## config.mk

```make
export PLATFORM = sky130hd
export DESIGN_NAME = multi_server_fcfs_queue_sim
export DESIGN_NICKNAME = d
export VERILOG_FILES = /design/src/hdl/msfq_pkg.sv /design/src/hdl/multi_server_fcfs_queue_sim.sv /design/src/hdl/msfq_div.sv
export SDC_FILE = /design/constraint.sdc
export NUM_CORES = 2
export LEC_CHECK = 0
export ABC_AREA = 1
export BUFFER_PORTS_ARGS = -buffer_cell sky130_fd_sc_hd__buf_4
export CORE_MARGIN = 3
export CORE_UTILIZATION = 35
export CTS_BUF_LIST = sky130_fd_sc_hd__clkbuf_4
export DETAILED_ROUTE_END_ITERATION = 16
export REMOVE_ABC_BUFFERS = 1
export SLEW_MARGIN = 20
export SYNTH_ARGS = -nofsm -noshare
export SYNTH_HDL_FRONTEND = slang
export SYNTH_SLANG_ARGS = --single-unit
export TNS_END_PERCENT = 1
```

## constraint.sdc

```tcl
create_clock -name clk_i -period 6.53 [get_ports clk_i]
set_input_delay 1.6325 -clock clk_i [delete_from_list [all_inputs] [get_ports clk_i]]
set_output_delay 1.6325 -clock clk_i [all_outputs]
set_load 0.01 [all_outputs]
```

## src/hdl/msfq_pkg.sv

```systemverilog
package msfq_pkg;

  localparam int TIME_W          = 48;
  localparam int SVC_W           = 32;
  localparam int SUM_W           = 64;
  localparam int COUNT_W         = 32;
  localparam int CFG_W           = 5;
  localparam int DEF_MAX_SERVERS = 16;

  localparam logic [CFG_W-1:0]   CFG_RESET = CFG_W'(1);
  localparam logic [TIME_W-1:0]  TIME_MAX  = '1;
  localparam logic [SUM_W-1:0]   SUM_MAX   = '1;
  localparam logic [COUNT_W-1:0] COUNT_MAX = '1;

  typedef struct packed {
    logic [TIME_W-1:0] arrival_time;
    logic [SVC_W-1:0]  service_dur;
    logic              last_request;
  } in_item_t;

  typedef struct packed {
    logic [TIME_W-1:0]  mean_stay_time;
    logic [COUNT_W-1:0] request_count;
    logic               sum_saturated;
  } out_item_t;

  typedef enum logic [2:0] {
    ST_IDLE,
    ST_SCAN,
    ST_SLAST,
    ST_CALC,
    ST_UPD1,
    ST_UPD2,
    ST_DIV,
    ST_EMIT
  } state_e;

endpackage

```

## src/hdl/multi_server_fcfs_queue_sim.sv

```systemverilog
// Multi-server first-come-first-served queue simulator. Each input transaction
// is one request (arrival time Q32.16, service time Q16.16, last flag). The
// block scans the server free-time memory for the earliest free active server
// (lowest index on a tie), charges the wait, books the server until arrival +
// wait + service (saturating at the 48-bit maximum) and adds wait + service to
// a saturating 64-bit stay sum. After a request is accepted, in_stall_o stays
// high through the SCAN, SLAST, CALC, UPD1 and UPD2 states. With n the number
// of active servers (servers_in_use clamped to 1..MAX_SERVERS), SCAN reads the
// n free-time entries one at a time through the single memory read port,
// SLAST compares the last entry read, then CALC, UPD1 and UPD2 update the
// server and the sums. The next request is taken in the idle state after
// that. For the request marked last, UPD2 starts the divider through a
// register, the divider divides the stay sum by the count bit-serially and
// registers its finish, and the output register is loaded once the previous
// result has been taken. One output transaction per series carries mean stay
// time, request count and a flag that the sum or the count saturated; then all
// series state is cleared. in_stall_o is low only while the block is idle.
// servers_in_use is written through cfg_we_i / cfg_data_i and keeps its value
// across series. The user must write it only while idle; the block does not enforce this.
module multi_server_fcfs_queue_sim
  import msfq_pkg::*;
#(
  parameter int MAX_SERVERS = DEF_MAX_SERVERS
) (
  input  logic             clk_i,
  input  logic             rst_ni,
  input  logic             cfg_we_i,
  input  logic [CFG_W-1:0] cfg_data_i,
  input  logic             in_valid_i,
  output logic             in_stall_o,
  input  in_item_t         in_data_i,
  output logic             out_valid_o,
  input  logic             out_stall_i,
  output out_item_t        out_data_o
);

  localparam int IDX_W = (MAX_SERVERS > 1) ? $clog2(MAX_SERVERS) : 1;
  localparam int NUM_W = $clog2(MAX_SERVERS + 1);

  state_e state_q, state_d;

  // configuration
  logic [CFG_W-1:0] servers_q;
  logic [NUM_W-1:0] n_act;
  logic [NUM_W-1:0] n_m1;
  logic [IDX_W-1:0] last_idx;

  // request being worked on
  logic [TIME_W-1:0] arr_q;
  logic [SVC_W-1:0]  svc_q;
  logic              last_q;

  // free-time memory, valid bits stand for the all-zero reset and clear
  logic [TIME_W-1:0]      free_mem_q [MAX_SERVERS];
  logic [MAX_SERVERS-1:0] vld_q;
  logic [IDX_W-1:0]       rd_addr;
  logic [TIME_W-1:0]      rd_data_q;
  logic                   rd_vld_q;
  logic [TIME_W-1:0]      rd_free;

  // scan
  logic [IDX_W-1:0]  idx_q;
  logic [IDX_W-1:0]  cmp_idx_q;
  logic              have_q;
  logic [TIME_W-1:0] best_q;
  logic [IDX_W-1:0]  pick_q;
  logic              cmp_en;

  // update datapath
  logic [TIME_W-1:0]  start_q;
  logic [TIME_W-1:0]  wait_q;
  logic [TIME_W:0]    stay_q;
  logic [TIME_W:0]    done_sum;
  logic [TIME_W-1:0]  done_sat;
  logic [SUM_W:0]     sum_nx;
  logic [SUM_W-1:0]   sum_q;
  logic [COUNT_W-1:0] cnt_q;
  logic               sat_q;

  // control from the sequencer
  logic in_stall;
  logic mem_we;
  logic div_start;
  logic div_go_q;
  logic out_load;
  logic out_free;

  logic             div_done;
  logic [SUM_W-1:0] div_quo;
  logic [TIME_W-1:0] mean;

  out_item_t out_q;
  logic      out_valid_q;

  logic in_acc;
  assign in_acc = in_valid_i && !in_stall;

  // ---------------------------------------------------------------- config
  always_ff @(posedge clk_i or negedge rst_ni) begin
    if (!rst_ni) begin
      servers_q <= CFG_RESET;
    end else if (cfg_we_i) begin
      servers_q <= cfg_data_i;
    end
  end

  always_comb begin
    if (servers_q == '0) begin
      n_act = NUM_W'(1);
    end else if (32'(servers_q) > 32'(MAX_SERVERS)) begin
      n_act = NUM_W'(MAX_SERVERS);
    end else begin
      n_act = NUM_W'(servers_q);
    end
    n_m1     = NUM_W'(n_act - 1'b1);
    last_idx = n_m1[IDX_W-1:0];
  end

  // ------------------------------------------------------------- sequencer
  always_ff @(posedge clk_i or negedge rst_ni) begin
    if (!rst_ni) begin
      state_q <= ST_IDLE;
    end else begin
      state_q <= state_d;
    end
  end

  always_comb begin
    state_d = state_q;
    case (state_q)
      ST_IDLE:  if (in_valid_i) state_d = ST_SCAN;
      ST_SCAN:  if (idx_q == last_idx) state_d = ST_SLAST;
      ST_SLAST: state_d = ST_CALC;
      ST_CALC:  state_d = ST_UPD1;
      ST_UPD1:  state_d = ST_UPD2;
      ST_UPD2:  state_d = last_q ? ST_DIV : ST_IDLE;
      ST_DIV:   if (div_done) state_d = ST_EMIT;
      ST_EMIT:  if (out_free) state_d = ST_IDLE;
      default:  state_d = ST_IDLE;
    endcase
  end

  assign out_free = !out_valid_q || !out_stall_i;

  always_comb begin
    in_stall  = 1'b1;
    mem_we    = 1'b0;
    div_start = 1'b0;
    out_load  = 1'b0;
    rd_addr   = idx_q;
    cmp_en    = 1'b0;
    case (state_q)
      ST_IDLE:  in_stall = 1'b0;
      ST_SCAN:  cmp_en = have_q;
      ST_SLAST: cmp_en = 1'b1;
      ST_UPD1:  mem_we = 1'b1;
      ST_UPD2:  div_start = last_q;
      ST_EMIT:  out_load = out_free;
      default:  ;
    endcase
  end

  // ---------------------------------------------------------------- memory
  always_ff @(posedge clk_i) begin
    if (mem_we) begin
      free_mem_q[pick_q] <= done_sat;
    end
    rd_data_q <= free_mem_q[rd_addr];
  end

  always_ff @(posedge clk_i or negedge rst_ni) begin
    if (!rst_ni) begin
      vld_q    <= '0;
      rd_vld_q <= 1'b0;
    end else begin
      rd_vld_q <= vld_q[rd_addr];
      if (out_load) begin
        vld_q <= '0;
      end else if (mem_we) begin
        vld_q[pick_q] <= 1'b1;
      end
    end
  end

  assign rd_free = rd_vld_q ? rd_data_q : '0;

  // ------------------------------------------------------- scan and update
  always_ff @(posedge clk_i or negedge rst_ni) begin
    if (!rst_ni) begin
      have_q <= 1'b0;
      sum_q  <= '0;
      cnt_q  <= '0;
      sat_q  <= 1'b0;
    end else begin
      if (in_acc) begin
        have_q <= 1'b0;
      end else if (state_q == ST_SCAN) begin
        have_q <= 1'b1;
      end
      if (state_q == ST_UPD1) begin
        if (cnt_q == COUNT_MAX) begin
          sat_q <= 1'b1;
        end else begin
          cnt_q <= COUNT_W'(cnt_q + 1'b1);
        end
      end
      if (state_q == ST_UPD2) begin
        if (sum_nx[SUM_W]) begin
          sum_q <= SUM_MAX;
          sat_q <= 1'b1;
        end else begin
          sum_q <= sum_nx[SUM_W-1:0];
        end
      end
      if (out_load) begin
        sum_q <= '0;
        cnt_q <= '0;
        sat_q <= 1'b0;
      end
    end
  end

  assign done_sum = {1'b0, start_q} + {{(TIME_W + 1 - SVC_W){1'b0}}, svc_q};
  assign done_sat = done_sum[TIME_W] ? TIME_MAX : done_sum[TIME_W-1:0];
  assign sum_nx   = {1'b0, sum_q} + {{(SUM_W - TIME_W){1'b0}}, stay_q};

  always_ff @(posedge clk_i) begin
    if (in_acc) begin
      arr_q  <= in_data_i.arrival_time;
      svc_q  <= in_data_i.service_dur;
      last_q <= in_data_i.last_request;
      idx_q  <= '0;
    end
    if (state_q == ST_SCAN) begin
      cmp_idx_q <= idx_q;
      if (idx_q != last_idx) begin
        idx_q <= IDX_W'(idx_q + 1'b1);
      end
    end
    // strict less-than keeps the lowest index on a tie
    if (cmp_en && (cmp_idx_q == '0 || rd_free < best_q)) begin
      best_q <= rd_free;
      pick_q <= cmp_idx_q;
    end
    if (state_q == ST_CALC) begin
      if (best_q > arr_q) begin
        start_q <= best_q;
        wait_q  <= best_q - arr_q;
      end else begin
        start_q <= arr_q;
        wait_q  <= '0;
      end
    end
    if (state_q == ST_UPD1) begin
      stay_q <= {1'b0, wait_q} + {{(TIME_W + 1 - SVC_W){1'b0}}, svc_q};
    end
  end

  // ---------------------------------------------------------------- divide
  // start from a register so the divider loads the sum with the last stay added
  always_ff @(posedge clk_i or negedge rst_ni) begin
    if (!rst_ni) begin
      div_go_q <= 1'b0;
    end else begin
      div_go_q <= div_start;
    end
  end

  msfq_div u_div (
    .clk_i      (clk_i),
    .rst_ni     (rst_ni),
    .start_i    (div_go_q),
    .dividend_i (sum_q),
    .divisor_i  (cnt_q),
    .done_o     (div_done),
    .quotient_o (div_quo)
  );

  assign mean = (|div_quo[SUM_W-1:TIME_W]) ? TIME_MAX : div_quo[TIME_W-1:0];

  // ---------------------------------------------------------------- output
  always_ff @(posedge clk_i or negedge rst_ni) begin
    if (!rst_ni) begin
      out_valid_q <= 1'b0;
    end else if (out_load) begin
      out_valid_q <= 1'b1;
    end else if (!out_stall_i) begin
      out_valid_q <= 1'b0;
    end
  end

  always_ff @(posedge clk_i) begin
    if (out_load) begin
      out_q.mean_stay_time <= mean;
      out_q.request_count  <= cnt_q;
      out_q.sum_saturated  <= sat_q;
    end
  end

  assign in_stall_o  = in_stall;
  assign out_valid_o = out_valid_q;
  assign out_data_o  = out_q;

  // ------------------------------------------------------------ assertions
  a_acc_starts_scan: assert property (@(posedge clk_i) disable iff (!rst_ni)
    in_valid_i && !in_stall_o |=> state_q == ST_SCAN)
    else $error("accepted request did not start a scan");

  a_out_from_emit: assert property (@(posedge clk_i) disable iff (!rst_ni)
    $rose(out_valid_o) |-> $past(state_q == ST_EMIT))
    else $error("result raised outside the emit step");

  a_free_not_early: assert property (@(posedge clk_i) disable iff (!rst_ni)
    state_q == ST_UPD1 |-> done_sat >= arr_q)
    else $error("new free time earlier than arrival");

  a_div_nonzero: assert property (@(posedge clk_i) disable iff (!rst_ni)
    div_start |-> cnt_q != '0)
    else $error("divide started with zero count");

  a_pick_in_range: assert property (@(posedge clk_i) disable iff (!rst_ni)
    state_q == ST_CALC |-> pick_q <= last_idx)
    else $error("picked server outside the active set");

endmodule

```

## src/hdl/msfq_div.sv

```systemverilog
module msfq_div
  import msfq_pkg::*;
(
  input  logic               clk_i,
  input  logic               rst_ni,
  input  logic               start_i,
  input  logic [SUM_W-1:0]   dividend_i,
  input  logic [COUNT_W-1:0] divisor_i,
  output logic               done_o,
  output logic [SUM_W-1:0]   quotient_o
);

  localparam int STEP_W = $clog2(SUM_W);

  logic              busy_q;
  logic              done_q;
  logic [STEP_W-1:0] step_q;
  logic [COUNT_W-1:0] rem_q, rem_d;
  logic [COUNT_W-1:0] dvs_q;
  logic [SUM_W-1:0]   quo_q;
  logic [COUNT_W:0]   trial;
  logic [COUNT_W:0]   diff;
  logic               qbit;

  // restoring division, one quotient bit per cycle
  always_comb begin
    trial = {rem_q, quo_q[SUM_W-1]};
    diff  = trial - {1'b0, dvs_q};
    qbit  = (trial >= {1'b0, dvs_q});
    rem_d = qbit ? diff[COUNT_W-1:0] : trial[COUNT_W-1:0];
  end

  always_ff @(posedge clk_i or negedge rst_ni) begin
    if (!rst_ni) begin
      busy_q <= 1'b0;
      done_q <= 1'b0;
      step_q <= '0;
    end else begin
      done_q <= 1'b0;
      if (start_i) begin
        busy_q <= 1'b1;
        step_q <= '0;
      end else if (busy_q) begin
        step_q <= STEP_W'(step_q + 1'b1);
        if (step_q == STEP_W'(SUM_W - 1)) begin
          busy_q <= 1'b0;
          done_q <= 1'b1;
        end
      end
    end
  end

  always_ff @(posedge clk_i) begin
    if (start_i) begin
      rem_q <= '0;
      dvs_q <= divisor_i;
      quo_q <= dividend_i;
    end else if (busy_q) begin
      rem_q <= rem_d;
      quo_q <= {quo_q[SUM_W-2:0], qbit};
    end
  end

  assign done_o     = done_q;
  assign quotient_o = quo_q;

endmodule

```

==> results.md <==
* Num Clock Sinks at 1444
* Switch share at 42.5%
* Avg Inst Size Synth at 9.38 sq um
* Crit path largest cell delay at 0.61 ns
* VDD IR max at 0.000302 V
* Gr ovfl total at 0
* CTS Buffer Depth at 4
* Fmax at 227 MHz
* # H-tree levels at 5
* Antenna Nets Post-Route at 0
* EDFF count, synth at 1227
* Via count at 57700
* Status: complete, no violations
* Share of cells above drive strength 1 at 11.3%
* PD cells at 458 mW/mm^2
* Total core area at 0.210 sq mm
* Clock Skew at 0.173 ns
* Wire length per cell at 20.8 microns
* Pre-Repair DR Iteration Count at 7
* Cells after synthesis at 7904
* Synth Area in XOR/XNOR at 1.42%
* Post-Synth Adder-Cell Area at 4.25%
* Fin crit period at 4.41 ns
* Sequential area share after synthesis at 56.5%
* Largest net degree at the start of global routing at 174
* DRC violations left at 0
* Top cells by count, synth: nand2_1, edfxtp_1, inv_1
* Element type at the critical path end: flip-flop
* Mux cell area share after synthesis at 2.65%
* Cell area after synthesis at 0.0741 sq mm
* Port-buffer cells at 173
* Worst hold path class: in2async
* Max-slew violations at 0
* Family with the most delay on the worst path: simple AND/OR/NAND/NOR gates
* Top area cells in the synthesized netlist: edfxtp_1, nand2_1, inv_1
* Number of CTS-inserted buffers at 393
* Cts hold-fix bufs at 0
* Synth Warn # at 0
* Routability Congestion at 0.987
* Initial core utilization at 35.3%
* I/O pin cnt at 174
* Die X at 466 microns
* Post-Synth Simple-Gate Area at 17.8%
* Worst path bufs/invs at 2
* Number of synthesized register bits at 1444
* Most frequent cell after synthesis: nand2_1
* P&R area growth vs syn at 12.7%
* Top cell type's share of synthesized area at 49.7%
* First-pass GRT wire length at 351 mm
* Die H at 466 microns
* CP Max Fanout at 27
* Place WS at 1.99 ns
* Worst Path Arrival at 5.25 ns
* Setup bufs post-CTS at 0
* CTS tree: done
* Combinational share of power at 41.7%
* Clk_lat worst skew at 1.41 ns
* Initial antenna violation count at 8
* CP startpoint kind: flip-flop
* Via density at 5.06
* Max_slew headroom at 28.0%
* Top_reg_cell synth: edfxtp_1
* Clk pwr share at 20.8%
* Leakage at 35.3 nW
* CP max stage cell: inv_2
* Synth area leader: edfxtp_1
* Max-cap check violation count at 0
* WL final at 238 mm
* Required @ worst endpoint at 7.37 ns
* # setup viols final at 0
* Root Buffer: clkbuf_4
* Crit share post-route at 67.5%
* Int Pwr at 22.0 mW
* Flop pwr share at 37.6%
* Compound-Gate Fraction of Synth Area at 10.0%
* Final hold vios at 0
* Site Rows at 168
* Die Area at 0.217 sq mm
* P_sw at 16.3 mW
* RSZ-0062 raised after global routing: no
* GRT Util Overall at 21.4%
* Final Worst Setup Slack at 2.12 ns
* HPWL after detailed placement at 168 mm
* Count of different cell masters after synthesis at 55
* Clk pin slew, worst setup/hold paths at 0.07 ns
* Vias in the first global route at 56700
* Fraction of registers with async set/reset at 9.21%
* Power, Total at 38.3 mW
* Initial DRC Count at 4492
* Most frequent cell on the critical path: nand2_1
* Post_cts resized at 0
* # nets final at 8644
* CP Cell Sequence: ha_1 -> fa_1 -> nand3_1 -> nand2_1 -> nand2_1 -> o211ai_1 -> nand2_1 -> nand2_1 -> nand3b_1 -> o21ai_2 -> inv_2 -> buf_4 -> nand3_1
* Crit Path Class: reg2reg
* Worst-Margin Slew at 1.08 ns
* Combinational family with the most area after synthesis: simple AND/OR/NAND/NOR gates
==> placed cells by master, fill, tap and decap left out, types with 4 or more instances in the layout <==
cell type / Yosys / final
a21boi_0: 15 / 15
a21o_1: 13 / 13
a21oi_1: 492 / 491
a21oi_2: 31 / 31
a31oi_1: 8 / 8
and2_1: 7 / 7
and3_1: 10 / 10
buf_12: 0 / 5
buf_4: 8 / 236
clkbuf_4: 0 / 584
clkinv_1: 1 / 82
clkinv_2: 0 / 16
dfrtp_1: 132 / 130
dfxtp_1: 84 / 80
diode_2: 0 / 6
edfxtp_1: 1227 / 1227
fa_1: 5 / 5
ha_1: 244 / 244
inv_1: 1165 / 1161
inv_2: 11 / 18
mux2i_1: 196 / 196
nand2_1: 1846 / 1846
nand3_1: 493 / 493
nand3_2: 5 / 5
nand3b_1: 35 / 35
nand4_1: 88 / 88
nor2_1: 541 / 522
nor2_4: 1 / 19
nor3_1: 86 / 86
nor3_2: 6 / 4
nor4_1: 16 / 15
o211ai_1: 203 / 203
o21a_1: 4 / 4
o21ai_0: 481 / 481
o21ai_1: 18 / 18
o21bai_1: 24 / 24
o31ai_1: 11 / 11
or2_2: 25 / 25
xnor2_1: 45 / 45
xor2_1: 75 / 75
==> cell families (layout without fill, tap and decap cells) <==
group / count (synthesis) / in the layout
AND/OR/NAND/NOR: 3168 / 3168
adder cells (fa/ha/maj): 249 / 249
other: 0 / 6
AO/OA/AOI/OAI: 1313 / 1313
multiplexers: 196 / 196
flip-flops: 1444 / 1444
buffers and inverters: 1414 / 2110
XOR/XNOR: 120 / 120
==> metal layers <==
metal	vias up	global-route usage, %	wire (microns)
met1	27700	27.4	101000
met5	-	0	0
met3	448	3.39	13300
li1	27800	-	-
met4	0	9.89	10500
met2	1773	35.7	113000
==> final timing paths <==
kind                            slack, ns  depth (start not counted)           from                 to
worst max-delay path                 2.12                         13       svc_q[0]  free_mem_q[5][43]
worst min-delay path                 0.18                          1         rst_ni          sum_q[18]
worst max register to register       2.12                         13       svc_q[0]  free_mem_q[5][43]
worst min register to register       0.45                          0   cmp_idx_q[3]          pick_q[3]
max in group asynchronous            5.03                          2         rst_ni          cnt_q[22]
min in group clk_i                   0.43                          1  in_data_i[48]          arr_q[15]
==> registers in the layout, summed over array words and instances (netlist names), 5 cells and up <==
register          count
u_div.step_q          6
u_div.quotient_o     64
u_div.rem_q          32
stay_q               49
out_data_o           81
vld_q                16
wait_q               48
free_mem_q          768
cnt_q                32
sum_q                64
servers_q             5
rd_data_q            48
best_q               48
u_div.dvs_q          32
arr_q                48
start_q              48
svc_q                32
==> power groups by stage <==
stage               Sequential [mW]  Combinational, mW  Clock [mW]
global route                   14.5               17.9        8.71
CTS                            14.4               15.9        8.22
floorplan                      14.2               10.7           0
global placement               14.5               15.7           0
detailed placement             14.5               15.9           0
finish                         14.4               16.0        7.97
==> stage by stage <==
step / area (sq um) / utilization [%] / hold slack [ns] / instances / TNS [ns]
global placement: 78700 / 37.4 / 0.427 / 10700 / 0
detailed placement: 78700 / 37.4 / 0.433 / 10700 / 0
finish: 83600 / 39.8 / 0.184 / 11400 / 0
CTS: 83600 / 39.8 / 0.0239 / 11400 / 0
global route: 83600 / 39.8 / 0.0775 / 11400 / 0
floorplan: 73100 / - / 0.417 / 7667 / -403.33
==> area by class of cell <==
| class | instances | area (sq um) |
|---|---|---|
| fill | 21000 | 127000 |
| sequential | 1444 | 41900 |
| multi-input combinational | 5046 | 27000 |
| inverter | 1177 | 4430 |
| clock buffer | 584 | 4380 |
| tap | 2805 | 3510 |
| timing repair buffer | 242 | 1880 |
| clock inverter | 107 | 503 |
| antenna | 6 | 15.0 |
(Power assumes the default switching activity.)
